[src/design/rwsb_pkg.sv]
// Shared types and codes for the reorder window / SACK builder.
// Used by rwsb_front, rwsb_back and the top level; no dependencies.
`default_nettype none
package rwsb_pkg;

  localparam logic [1:0] OP_MSG  = 2'd0;
  localparam logic [1:0] OP_DLV  = 2'd1;
  localparam logic [1:0] OP_ACK  = 2'd2;
  localparam logic [1:0] OP_DROP = 2'd3;

  localparam logic [3:0] ST_STORED    = 4'd0;
  localparam logic [3:0] ST_DUP       = 4'd1;
  localparam logic [3:0] ST_OLD       = 4'd2;
  localparam logic [3:0] ST_BEYOND    = 4'd3;
  localparam logic [3:0] ST_PURE_ACK  = 4'd4;
  localparam logic [3:0] ST_DELIVERED = 4'd5;
  localparam logic [3:0] ST_NOT_READY = 4'd6;
  localparam logic [3:0] ST_ACK_BUILT = 4'd7;
  localparam logic [3:0] ST_DROPPED   = 4'd8;

  localparam logic [8:0] CAP_FIRST = 9'd511;
  localparam logic [8:0] CAP_REST  = 9'd255;

  typedef enum logic [4:0] {
    K_MSG  = 5'b00001,
    K_PURE = 5'b00010,
    K_DLV  = 5'b00100,
    K_ACK  = 5'b01000,
    K_DROP = 5'b10000
  } kind_t;

  typedef struct packed {
    kind_t       kind;
    logic [63:0] id;
  } q_entry_t;

endpackage
`default_nettype wire

[src/design/rwsb_ram.sv]
// Generic single-write, single-read RAM with registered read data.
// No dependencies.
`default_nettype none
module rwsb_ram #(
  parameter int WIDTH = 2,
  parameter int DEPTH = 256
) (
  input  wire logic                     clk,
  input  wire logic                     we,
  input  wire logic [$clog2(DEPTH)-1:0] waddr,
  input  wire logic [WIDTH-1:0]         wdata,
  input  wire logic [$clog2(DEPTH)-1:0] raddr,
  output logic      [WIDTH-1:0]         rdata
);

  logic [WIDTH-1:0] mem [DEPTH];

  always_ff @(posedge clk) begin
    if (we) begin
      mem[waddr] <= wdata;
    end
    rdata <= mem[raddr];
  end

endmodule
`default_nettype wire

[src/design/rwsb_front.sv]
// Front end: accepts input transactions, classifies them, and queues them
// in a two-entry FIFO for the back end. Depends on rwsb_pkg.
`default_nettype none
module rwsb_front (
  input  wire logic               clk,
  input  wire logic               rst,
  input  wire logic               in_valid,
  output logic                    in_stall,
  input  wire logic [1:0]         op,
  input  wire logic [63:0]        msg_id,
  input  wire logic               carries_data,
  output logic                    q_valid,
  input  wire logic               q_pop,
  output rwsb_pkg::q_entry_t      q_entry
);

  rwsb_pkg::q_entry_t ent [2];
  rwsb_pkg::q_entry_t cls;
  logic       wr_ptr;
  logic       rd_ptr;
  logic [1:0] count;
  logic       push;

  always_comb begin
    cls.id = msg_id;
    case (op)
      rwsb_pkg::OP_MSG: cls.kind = carries_data ? rwsb_pkg::K_MSG : rwsb_pkg::K_PURE;
      rwsb_pkg::OP_DLV: cls.kind = rwsb_pkg::K_DLV;
      rwsb_pkg::OP_ACK: cls.kind = rwsb_pkg::K_ACK;
      default:          cls.kind = rwsb_pkg::K_DROP;
    endcase
  end

  assign in_stall = (count == 2'd2);
  assign push     = in_valid && !in_stall;
  assign q_valid  = (count != 2'd0);
  assign q_entry  = ent[rd_ptr];

  always_ff @(posedge clk) begin
    if (push) begin
      ent[wr_ptr] <= cls;
    end
    if (rst) begin
      wr_ptr <= 1'b0;
      rd_ptr <= 1'b0;
      count  <= 2'd0;
    end else begin
      if (push) wr_ptr <= ~wr_ptr;
      if (q_pop) rd_ptr <= ~rd_ptr;
      count <= count + 2'(push) - 2'(q_pop);
    end
  end

endmodule
`default_nettype wire

[src/design/rwsb_back.sv]
// Back end: sequencer that executes queued transactions against the slot
// flag RAM and the window registers. Depends on rwsb_pkg and rwsb_ram.
`default_nettype none
module rwsb_back #(
  parameter int WINDOW_SLOTS = 256
) (
  input  wire logic                clk,
  input  wire logic                rst,
  input  wire logic                q_valid,
  output logic                     q_pop,
  input  wire rwsb_pkg::q_entry_t  q_entry,
  output logic                     out_valid,
  input  wire logic                out_stall,
  output logic [3:0]               status,
  output logic [63:0]              position,
  output logic [8:0]               gap_one,
  output logic [8:0]               run_one,
  output logic [7:0]               gap_two,
  output logic [7:0]               run_two,
  output logic [7:0]               gap_three,
  output logic [7:0]               run_three,
  output logic [7:0]               gap_four,
  output logic [7:0]               run_four,
  output logic [7:0]               gap_five,
  output logic [7:0]               run_five
);

  localparam int SW = $clog2(WINDOW_SLOTS);
  localparam int RW = SW + 1;
  localparam logic [RW-1:0] WIN  = RW'(WINDOW_SLOTS);
  localparam logic [SW-1:0] LAST = SW'(WINDOW_SLOTS - 1);
  localparam logic [3:0]    PH_LAST = 4'd10;

  typedef enum logic [12:0] {
    S_CLR   = 13'b0000000000001,
    S_IDLE  = 13'b0000000000010,
    S_MCHK  = 13'b0000000000100,
    S_MWAIT = 13'b0000000001000,
    S_MEV   = 13'b0000000010000,
    S_DCHK  = 13'b0000000100000,
    S_DWAIT = 13'b0000001000000,
    S_DEV   = 13'b0000010000000,
    S_DROP  = 13'b0000100000000,
    S_ACHK  = 13'b0001000000000,
    S_AWAIT = 13'b0010000000000,
    S_AEV   = 13'b0100000000000,
    S_ADONE = 13'b1000000000000
  } state_t;

  state_t        state;
  logic [63:0]   written_id;
  logic [63:0]   highest_id;
  logic [SW-1:0] written_slot;
  logic [SW-1:0] highest_slot;
  logic [63:0]   cur_id;
  logic [SW-1:0] addr;
  logic [SW-1:0] cur_slot;
  logic [RW-1:0] rel;
  logic [RW-1:0] end_rel;
  logic [RW-1:0] stop0;
  logic [8:0]    cnt;
  logic [3:0]    ph;
  logic          brk;
  logic [8:0]    gap [5];
  logic [8:0]    run [5];
  logic [3:0]    status_r;
  logic [63:0]   pos_r;

  logic          mem_we;
  logic [1:0]    mem_wdata;
  logic [1:0]    rdata;

  // flag bit 1: received, bit 0: acknowledged
  rwsb_ram #(.WIDTH(2), .DEPTH(WINDOW_SLOTS)) u_flags (
    .clk   (clk),
    .we    (mem_we),
    .waddr (addr),
    .wdata (mem_wdata),
    .raddr (addr),
    .rdata (rdata)
  );

  function automatic logic [SW-1:0] slot_inc(input logic [SW-1:0] s);
    slot_inc = (s == LAST) ? '0 : s + 1'b1;
  endfunction

  logic [63:0]   diff;
  logic [RW-1:0] slot_sum;
  logic [63:0]   span;
  logic          is_gap;
  logic          capped;
  logic          scan_stop;
  logic [2:0]    pair;

  assign diff     = cur_id - written_id;
  assign slot_sum = {1'b0, written_slot} + diff[RW-1:0];
  assign span     = highest_id - written_id;
  assign is_gap   = ph[0];
  assign pair     = ph[3:1];
  assign capped   = (ph != 4'd0) && (cnt >= ((ph <= 4'd2) ? rwsb_pkg::CAP_FIRST
                                                          : rwsb_pkg::CAP_REST));
  assign scan_stop = is_gap ? (rdata[1] && !rdata[0]) : !rdata[1];

  assign q_pop = (state == S_IDLE) && q_valid && !out_valid;

  always_comb begin
    mem_we    = 1'b0;
    mem_wdata = 2'b00;
    case (state)
      S_CLR:  mem_we = 1'b1;
      S_DROP: mem_we = 1'b1;
      S_MEV: begin
        mem_we    = 1'b1;
        mem_wdata = 2'b10;
      end
      S_DEV:  mem_we = rdata[1];
      S_AEV: begin
        mem_we    = !is_gap && rdata[1];
        mem_wdata = 2'b11;
      end
      default: mem_we = 1'b0;
    endcase
  end

  always_ff @(posedge clk) begin
    if (rst) begin
      state        <= S_CLR;
      addr         <= '0;
      written_id   <= '0;
      highest_id   <= '0;
      written_slot <= '0;
      highest_slot <= '0;
      out_valid    <= 1'b0;
      brk          <= 1'b0;
    end else begin
      if (out_valid && !out_stall) out_valid <= 1'b0;
      case (state)
        S_CLR: begin
          if (addr == LAST) state <= S_IDLE;
          else addr <= addr + 1'b1;
        end
        S_IDLE: begin
          if (q_pop) begin
            cur_id <= q_entry.id;
            pos_r  <= '0;
            for (int i = 0; i < 5; i++) begin
              gap[i] <= '0;
              run[i] <= '0;
            end
            case (q_entry.kind)
              rwsb_pkg::K_PURE: begin
                status_r  <= rwsb_pkg::ST_PURE_ACK;
                out_valid <= 1'b1;
              end
              rwsb_pkg::K_MSG: state <= S_MCHK;
              rwsb_pkg::K_DLV: state <= S_DCHK;
              rwsb_pkg::K_ACK: begin
                rel      <= '0;
                end_rel  <= span[RW-1:0];
                cur_slot <= written_slot;
                cnt      <= '0;
                ph       <= '0;
                brk      <= 1'b0;
                state    <= S_ACHK;
              end
              default: begin
                if (written_id != highest_id) begin
                  addr    <= slot_inc(written_slot);
                  rel     <= RW'(1);
                  end_rel <= span[RW-1:0];
                  state   <= S_DROP;
                end else begin
                  status_r  <= rwsb_pkg::ST_DROPPED;
                  out_valid <= 1'b1;
                end
              end
            endcase
          end
        end
        S_MCHK: begin
          if (cur_id <= written_id) begin
            status_r  <= rwsb_pkg::ST_OLD;
            out_valid <= 1'b1;
            state     <= S_IDLE;
          end else if (diff > {{(64-RW){1'b0}}, WIN}) begin
            status_r  <= rwsb_pkg::ST_BEYOND;
            out_valid <= 1'b1;
            state     <= S_IDLE;
          end else begin
            addr  <= (slot_sum >= WIN) ? SW'(slot_sum - WIN) : slot_sum[SW-1:0];
            state <= S_MWAIT;
          end
        end
        S_MWAIT: state <= S_MEV;
        S_MEV: begin
          status_r <= rdata[1] ? rwsb_pkg::ST_DUP : rwsb_pkg::ST_STORED;
          if (!rdata[1] && cur_id > highest_id) begin
            highest_id   <= cur_id;
            highest_slot <= addr;
          end
          out_valid <= 1'b1;
          state     <= S_IDLE;
        end
        S_DCHK: begin
          if (written_id < highest_id) begin
            addr  <= slot_inc(written_slot);
            state <= S_DWAIT;
          end else begin
            status_r  <= rwsb_pkg::ST_NOT_READY;
            out_valid <= 1'b1;
            state     <= S_IDLE;
          end
        end
        S_DWAIT: state <= S_DEV;
        S_DEV: begin
          if (rdata[1]) begin
            written_id   <= written_id + 64'd1;
            written_slot <= addr;
            pos_r        <= written_id + 64'd1;
            status_r     <= rwsb_pkg::ST_DELIVERED;
          end else begin
            status_r <= rwsb_pkg::ST_NOT_READY;
          end
          out_valid <= 1'b1;
          state     <= S_IDLE;
        end
        S_DROP: begin
          if (rel == end_rel) begin
            written_id   <= highest_id;
            written_slot <= highest_slot;
            status_r     <= rwsb_pkg::ST_DROPPED;
            out_valid    <= 1'b1;
            state        <= S_IDLE;
          end else begin
            rel  <= rel + 1'b1;
            addr <= slot_inc(addr);
          end
        end
        S_ACHK: begin
          if (rel < end_rel && !capped && !brk) begin
            addr  <= slot_inc(cur_slot);
            state <= S_AWAIT;
          end else begin
            // close the current scan phase and record its length
            if (ph == 4'd0) stop0 <= rel;
            else if (is_gap) gap[pair] <= cnt;
            else run[pair - 3'd1] <= cnt;
            cnt <= '0;
            brk <= 1'b0;
            if (ph == PH_LAST) state <= S_ADONE;
            else ph <= ph + 4'd1;
          end
        end
        S_AWAIT: state <= S_AEV;
        S_AEV: begin
          if (scan_stop) begin
            brk <= 1'b1;
          end else begin
            rel      <= rel + 1'b1;
            cnt      <= cnt + 9'd1;
            cur_slot <= addr;
          end
          state <= S_ACHK;
        end
        S_ADONE: begin
          pos_r     <= written_id + {{(64-RW){1'b0}}, stop0};
          status_r  <= rwsb_pkg::ST_ACK_BUILT;
          out_valid <= 1'b1;
          state     <= S_IDLE;
        end
        default: state <= S_IDLE;
      endcase
    end
  end

  assign status    = status_r;
  assign position  = pos_r;
  assign gap_one   = gap[0];
  assign run_one   = run[0];
  assign gap_two   = gap[1][7:0];
  assign run_two   = run[1][7:0];
  assign gap_three = gap[2][7:0];
  assign run_three = run[2][7:0];
  assign gap_four  = gap[3][7:0];
  assign run_four  = run[3][7:0];
  assign gap_five  = gap[4][7:0];
  assign run_five  = run[4][7:0];

endmodule
`default_nettype wire

[src/design/reorder_window_sack_builder_top.sv]
// Reorder window with SACK builder; one transaction in the back end at a time,
// the next is popped the cycle after its result is taken. A drop walks the pending
// slots; an ack build reads each slot walked plus one ending each scan phase.
// Sync reset, then a clearing pass over every slot; the input queue still takes
// two transactions meanwhile.
`default_nettype none
module reorder_window_sack_builder_top #(
  parameter int WINDOW_SLOTS = 256
) (
  input  wire logic        clk,
  input  wire logic        rst,
  input  wire logic        in_valid,
  output logic             in_stall,
  input  wire logic [1:0]  op,
  input  wire logic [63:0] msg_id,
  input  wire logic        carries_data,
  output logic             out_valid,
  input  wire logic        out_stall,
  output logic [3:0]       status,
  output logic [63:0]      position,
  output logic [8:0]       gap_one,
  output logic [8:0]       run_one,
  output logic [7:0]       gap_two,
  output logic [7:0]       run_two,
  output logic [7:0]       gap_three,
  output logic [7:0]       run_three,
  output logic [7:0]       gap_four,
  output logic [7:0]       run_four,
  output logic [7:0]       gap_five,
  output logic [7:0]       run_five
);

  logic               q_valid;
  logic               q_pop;
  rwsb_pkg::q_entry_t q_entry;

  rwsb_front u_front (
    .clk          (clk),
    .rst          (rst),
    .in_valid     (in_valid),
    .in_stall     (in_stall),
    .op           (op),
    .msg_id       (msg_id),
    .carries_data (carries_data),
    .q_valid      (q_valid),
    .q_pop        (q_pop),
    .q_entry      (q_entry)
  );

  rwsb_back #(.WINDOW_SLOTS(WINDOW_SLOTS)) u_back (
    .clk       (clk),
    .rst       (rst),
    .q_valid   (q_valid),
    .q_pop     (q_pop),
    .q_entry   (q_entry),
    .out_valid (out_valid),
    .out_stall (out_stall),
    .status    (status),
    .position  (position),
    .gap_one   (gap_one),
    .run_one   (run_one),
    .gap_two   (gap_two),
    .run_two   (run_two),
    .gap_three (gap_three),
    .run_three (run_three),
    .gap_four  (gap_four),
    .run_four  (run_four),
    .gap_five  (gap_five),
    .run_five  (run_five)
  );

endmodule
`default_nettype wire

[config.mk]
export PLATFORM = sky130hd
export DESIGN_NAME = reorder_window_sack_builder_top
export DESIGN_NICKNAME = d
export VERILOG_FILES = /design/src/design/rwsb_pkg.sv /design/src/design/rwsb_ram.sv /design/src/design/rwsb_front.sv /design/src/design/rwsb_back.sv /design/src/design/reorder_window_sack_builder_top.sv
export SDC_FILE = /design/constraint.sdc
export NUM_CORES = 2
export LEC_CHECK = 0
export BUFFER_PORTS_ARGS = -buffer_cell sky130_fd_sc_hd__buf_2
export CAP_MARGIN = 25
export CORE_MARGIN = 4
export CORE_UTILIZATION = 35
export CTS_CLUSTER_SIZE = 28
export DETAILED_ROUTE_END_ITERATION = 12
export GPL_TIMING_DRIVEN = 0
export PLACE_DENSITY = 0.47
export SYNTH_ARGS = -nofsm -noshare
export SYNTH_HDL_FRONTEND = slang
export SYNTH_SLANG_ARGS = --single-unit
export TNS_END_PERCENT = 100
[constraint.sdc]
create_clock -name clk -period 16.2 [get_ports clk]
set_clock_uncertainty 0.15 [all_clocks]
set_input_delay 0.81 -clock clk [delete_from_list [all_inputs] [get_ports clk]]
set_output_delay 0.81 -clock clk [all_outputs]
set_load 0.05 [all_outputs]
======== After elaboration in Yosys (flattened, before gate mapping) ========
Memories as Yosys holds them, arrays and structs flattened. A register that Yosys moved wholly into a read port is not among the register bits.
Index checks and enable logic that the tools add are counted.
word-level totals
  flip-flop bits (word level) ............. 351
  bits in writable memories ............... 740
  input port bits ......................... 71
  output and inout bits ................... 152
  logic and storage cells ................. 269
  memories kept ........................... 4
memory list
  memory              depth  width  rd ports  clocked after memory_dff  write ports  line              source
  u_back.u_flags.mem  256    2      1         1                         1            rwsb_ram.sv:16    logic [WIDTH-1:0] mem [DEPTH];
  u_front.ent         2      69     1         1                         1            rwsb_front.sv:17  rwsb_pkg::q_entry_t ent [2];
  u_back.gap          5      9      5         0                         5            rwsb_back.sv:64   logic [8:0] gap [5];
  u_back.run          5      9      5         0                         5            rwsb_back.sv:65   logic [8:0] run [5];
cells by class
  add/subtract/negate cells ............... 15
  magnitude comparators ................... 8
  eq/ne operators ......................... 52
  multiplexer cells ....................... 113
  bitwise operators ....................... 5
  reduce and logical (&&, ||, !) cells .... 52
operator list
  kind                                                                               count
  64-bit 2-to-1 mux                                                                  3
  64-bit case mux with 3 select lines                                                1
  8-bit 2-to-1 mux                                                                   18
  13-bit case mux with 10 select lines                                               1
  64-bit case mux with 2 select lines                                                1
  9-bit 2-to-1 mux                                                                   12
  13-bit 2-to-1 mux                                                                  7
  64-bit by 1-bit adder with 64-bit output (second input constant)                   1
  64-bit by 9-bit adder with 64-bit output                                           1
  64-bit greater-than comparator                                                     1
  64-bit by 9-bit greater-than comparator with 1-bit output (second input constant)  1
  64-bit <= comparator                                                               1
  64-bit less-than comparator                                                        1
  64-bit inequality test                                                             1
  64-bit subtractor                                                                  1
  9-bit case mux with 3 select lines                                                 2
  13-bit case mux with 4 select lines                                                1
  8-bit case mux with 6 select lines                                                 1
  4-bit 2-to-1 mux                                                                   11
  1-bit 2-to-1 mux                                                                   37
  9-bit case mux with 2 select lines                                                 2
  2-bit inequality test (second input constant)                                      16
  8-bit case mux with 2 select lines                                                 2
  4-bit case mux with 7 select lines                                                 1
  other kinds (69)                                                                   121

======== Longest topological paths before layout ========
  word-level depth ........................ 13
  gate-level depth with buffers ........... 18
  gate-level depth less buffers ........... 17

======== Cells and area by module ========
From an unflattened synthesis, not the netlist that was laid out.
second synthesis, totals
  cells, all modules ...................... 4953
  area total of the unflattened synthesis .. 56226.4 um2
modules (own cells, without submodules)
  module      times used  cells each  area each (um2)  seq. area each (um2)
  rwsb_back   1           3465        29564.6          11210.8
  rwsb_ram    1           1242        21381.8          15414.8
  rwsb_front  1           246         5280.1           4244.1

======== Worst setup path after synthesis ========
OpenSTA, ideal clock, no wires.
  path kind ............................... register to register
  start point ............................. register u_back.state[12]
  end point ............................... memory u_back.u_flags.mem[0][0], data pin
  library setup time ...................... 1.043 ns
  data arrival time ....................... 5.623 ns
  required time ........................... 15.007 ns
  path slack .............................. 9.383 ns
  cell stages (with the launch flop) ...... 7
  path buffers ............................ 1
  clock period less this slack ............ 6.817 ns
  cell sequence ........................... dfxtp_1 nor4_1 and3_1 nor2b_1 nand4b_1 inv_1 clkbuf_1
between the ends
  word-level cells in the longest chain between the ends .. 2
  elaborated cells between the ends (all ways) .. 3
  those cells by class .................... 2 x eq/ne; 1 x mux
RTL lines
  what                                                                                                                 line              source
  from (decl)                                                                                                          rwsb_back.sv:50   state_t state;
  from (signal assigned)                                                                                               rwsb_back.sv:127  state <= S_CLR;
  from (signal assigned)                                                                                               rwsb_back.sv:139  if (addr == LAST) state <= S_IDLE;
  from (signal assigned)                                                                                               rwsb_back.sv:155  rwsb_pkg::K_MSG: state <= S_MCHK;
  13-bit by 12-bit equality test with 1-bit output or 13-bit by 5-bit equality test with 1-bit output (tied branches)  rwsb_back.sv:109  case (state)
  2-bit case mux with 2 select lines (*)                                                                               rwsb_back.sv:109
  via u_back.mem_wdata[0]                                                                                              rwsb_back.sv:70   logic [1:0] mem_wdata;
  to (decl)                                                                                                            rwsb_ram.sv:16
Mark *: on every way through the listed nets, which the timed path passes. The rest lies on a longest branch.

======== Final worst setup path ========
  start point ............................. register u_back.cur_id[0]
  end point ............................... register u_back.addr[2]
between the ends
  word-level cells in the longest chain between the ends .. 7
  elaborated cells between the ends (all ways) .. 13
  those cells by class .................... 3 x add/sub; 3 x order compare; 2 x eq/ne; 4 x mux; 1 x reduce/logical
RTL lines
  what                                                                                              line              source
  from (decl)                                                                                       rwsb_back.sv:55   logic [63:0] cur_id;
  from (signal assigned)                                                                            rwsb_back.sv:144  cur_id <= q_entry.id;
  64-bit subtractor                                                                                 rwsb_back.sv:95   assign diff = cur_id - written_id;
  8-bit by 9-bit adder with 9-bit output                                                            rwsb_back.sv:96   assign slot_sum = {1'b0, written_slot} + diff[RW-1:0];
  8-bit by 1-bit subtractor with 8-bit output or 9-bit greater-or-equal comparator (tied branches)  rwsb_back.sv:190  addr <= (slot_sum >= WIN) ? SW'(slot_sum - WIN) : slot_sum[SW-1:0];
  8-bit 2-to-1 mux                                                                                  rwsb_back.sv:190
  8-bit 2-to-1 mux                                                                                  rwsb_back.sv:185  end else if (diff > {{(64-RW){1'b0}}, WIN}) begin
  8-bit 2-to-1 mux                                                                                  rwsb_back.sv:181  if (cur_id <= written_id) begin
  8-bit case mux with 6 select lines                                                                rwsb_back.sv:137  case (state)
  to (signal assigned)                                                                              rwsb_back.sv:140  else addr <= addr + 1'b1;
  to (signal assigned)                                                                              rwsb_back.sv:190
  to (signal assigned)                                                                              rwsb_back.sv:206  addr <= slot_inc(written_slot);
  to (decl)                                                                                         rwsb_back.sv:56   logic [SW-1:0] addr;
Parallel ways exist; a longest one is shown, timed or not. The select of a mux whose other input is x is not followed.
A chain may end at the register's enable or synchronous reset.

==> flow_metrics.env <==
export IMPL_path_cells="inv_1 > ha_1 > inv_1 > fa_1 > a211oi_2 > o211ai_1 > a31oi_1 > o21bai_1 > a21oi_1 > o21ai_0 > xor2_1 > a311oi_1 > nand4_1 > nor4_2 > buf_4 > o211a_1 > buf_6 > o21ai_0 > a21oi_1"
export IMPL_grt_pass1_vias=40272
export IMPL_whs_endpoint="u_front.ent[0][56]"
export IMPL_endpoint_kind="flip-flop"
export IMPL_synth_avg_cell_area_um2=11.7
export IMPL_power_density_nw_per_um2=106
export IMPL_reg2reg_slack_ns=9.75
export IMPL_die_area_um2=163000
export IMPL_ctsLongestPathBuffers=3
export IMPL_ys_warn_count=0
export IMPL_grt_pass1_wl_um=299000
export IMPL_path_max_fanout=10
export IMPL_die_h_um=404
export IMPL_rsz0062_at_grt="false"
export IMPL_drtPass1Iterations=6
export IMPL_final_nets=5420
export IMPL_port_buffers=222
export IMPL_synthDistinctLibCells=88
export IMPL_worst_slew_pin_slew_ns=1.23
export IMPL_cp_start_kind="flip-flop"
export IMPL_busiest_layer="met2"
export IMPL_r2r_start="u_back.cur_id[0]"
export IMPL_outcome="complete, no violations"
export IMPL_setup_violations=0
export IMPL_async_flop_share_pct=0
export IMPL_layout_common_cells="edfxtp_1, nor2_1, a21oi_1"
export IMPL_max_cap_violations=0
export IMPL_met2_usage_pct=37.8
export IMPL_routed_via_density=5.76
export IMPL_max_vdd_ir_drop_mv=0.0908
export IMPL_clkLatencyLatePin_ns=0.79
export IMPL_cts_tree="yes"
export IMPL_drv_slew=0
export IMPL_clkSinkCount=1086
export IMPL_gp_congestion=0.988
export IMPL_routed_wl_um=212000
export IMPL_arrival_ns=6.91
export IMPL_ff2ff_path_depth=19
export IMPL_htree_num_levels=3
export IMPL_max_stage_delay_ns=0.94
export IMPL_cts_resized_gates=0
export IMPL_route_detailed_drc=0
export IMPL_fmax_mhz=155
export IMPL_grt_max_degree=88
export IMPL_r2r_end="u_back.addr[2]"
export IMPL_period_share_pct=39.8
export IMPL_syn_to_final_growth_pct=15.9
export IMPL_place_hpwl_um=161000
export IMPL_netlist_instances=4693
export IMPL_grt_overflow_total=0
export IMPL_grt_usage_pct=25.3
export IMPL_crit_slowest_cell="a31oi_1"
export IMPL_fp_row_count=145
export IMPL_netlist_area_um2=55000
export IMPL_wire_per_inst_um=29.2
export IMPL_ys_flop_type="edfxtp_1"
export IMPL_mostFrequentLayoutCell="edfxtp_1"
export IMPL_maxSlewHeadroom_pct=18.1
export IMPL_boundaryPins=223
export IMPL_synth_nets=5010
export IMPL_post_cts_setup_buffers=0
export IMPL_hold_depth=1
export IMPL_hold_viol_final=0
export IMPL_root_buffer="clkbuf_16"
export IMPL_clk_pin_slew_worst_paths_ns=0.07
export IMPL_fin_tns_setup_ns=0
export IMPL_grtUsageMet1_pct=37.0
export IMPL_holdBufCountCts=0
export IMPL_cts_made_buffers=117
export IMPL_period_needed_ns=6.45
export IMPL_antenna_found_initial=23
export IMPL_seq_area_frac_synth_pct=56.2
export IMPL_drt_iter0_drc=4744
export IMPL_power_w=0.00676
export IMPL_hp_start="msg_id[56]"
export IMPL_power_leakage_nw=20.4
export IMPL_drtAntennaViolNets=0
export IMPL_initial_core_util_pct=35.2
export IMPL_synth_edf_count=912
export IMPL_crit_required_ns=16.66
export IMPL_layout_drive_gt1_share_pct=15.0
export IMPL_num_vias=41805
export IMPL_synth_seq_cells=1086
export IMPL_core_um2=156000
export IMPL_holdCritPathClass="in -> reg"
export IMPL_fp_dieW_um=404
export IMPL_use_met3_pct=4.67
export IMPL_path_class="reg -> reg"
power by group:
part | total [W] | leakage [nW] | switching (W) | internal (W)
Clock | 0.00271 | 1.86 | 0.00119 | 0.00152
Combinational | 0.000927 | 9.83 | 0.000610 | 0.000318
Sequential | 0.00313 | 8.74 | 0.0000375 | 0.00309
critical path: cells and delay by family (launching register included):
kind	cells	cell delay (ns)
fa+ha+maj	2	0.65
flops	1	0.49
compound gates	10	3.52
xor+xnor	1	0.20
simple gates	2	0.64
buf+inv	4	0.64
state kept, by name, indices dropped and copies added, names as in the netlist, 9 cells and up, named ones only:
name                count
u_front.ent           138
u_back.run             41
u_back.written_id      64
u_back.highest_id      64
u_back.position        64
u_back.cur_id          64
u_back.cnt              9
u_back.u_flags.mem    512
u_back.gap             41
u_back.state           13
u_back.rel              9
u_back.end_rel          9
u_back.stop0            9
per-stage QoR:
stage | cell area [um2] | setup slack, ns | hold slack [ns] | utilization (%) | instances
final | 63700 | 9.75 | 0.0624 | 40.8 | 7264
after global routing | 63700 | 9.63 | 0.0298 | 40.8 | 7259
after CTS | 63600 | 9.87 | 0.00286 | 40.7 | 7251
after detailed placement | 59700 | 9.96 | 0.338 | 38.2 | 7034
after global placement | 58700 | 3.82 | 0.328 | 37.5 | 6973
after floorplan | 55000 | 9.38 | 0.314 | - | 4693
worst max-delay path by stage:
stage          cells after the start                          to              from
2_1_floorplan                      6    u_back.u_flags.mem[0][0]  u_back.state[12]
3_3_place_gp                       6  u_back.u_flags.mem[126][0]  u_back.state[12]
3_5_place_dp                      19              u_back.addr[2]  u_back.cur_id[0]
4_1_cts                           19              u_back.addr[2]  u_back.cur_id[0]
5_1_grt                           19              u_back.addr[2]  u_back.cur_id[0]
6_report                          19              u_back.addr[2]  u_back.cur_id[0]
cells in the mapped netlist, drive strengths merged (13+ instances only):
master | count | area [um2]
a211oi | 15 | 123
a21o | 83 | 626
a21oi | 313 | 1570
a221oi | 18 | 158
a22oi | 24 | 180
a31oi | 36 | 225
and2 | 93 | 582
and3 | 30 | 189
buf | 43 | 211
clkbuf | 220 | 836
dfxtp | 174 | 3480
edfxtp | 912 | 27400
ha | 242 | 3030
inv | 190 | 713
mux2 | 65 | 732
mux2i | 80 | 801
mux4 | 169 | 3810
nand2 | 288 | 1080
nand2b | 20 | 125
nand3 | 95 | 475
nand4 | 106 | 663
nor2 | 661 | 2480
nor2b | 53 | 332
nor3 | 107 | 536
nor3b | 17 | 128
nor4 | 34 | 219
o211ai | 18 | 135
o21a | 26 | 195
o21ai | 214 | 1070
o22ai | 40 | 250
o31ai | 22 | 165
or2 | 21 | 131
or3 | 20 | 126
or4 | 13 | 98.9
xnor2 | 42 | 368
xor2 | 46 | 403
metal layers:
layer | wire length [um] | vias to the layer above
li1 | - | 18448
met1 | 96000 | 21144
met2 | 91700 | 1848
met3 | 16800 | 345
met4 | 7390 | 20
met5 | 118 | -
cells by family after synthesis:
kind of cell / count (synthesis) / synth area share [%]
xor gates and xnor gates: 88 / 1.40
DFF: 1086 / 56.2
buffers and inverters: 453 / 3.20
and+or+nand+nor: 1595 / 13.6
muxes: 314 / 9.71
AOI/OAI and AO/OA: 911 / 10.2
adders and majority gates: 246 / 5.65
final cells by class:
class | count | area [um2]
well taps | 2058 | 2570
fillers | 14964 | 92500
repair buffers | 291 | 2210
flip-flops and latches | 1086 | 30900
clock inverters | 79 | 835
inverters | 190 | 713
plain buffers | 263 | 1070
multi-input cells | 3154 | 22400
diodes | 5 | 12.5
clock buffers | 138 | 3030
Power figures use the tool's default switching activity.
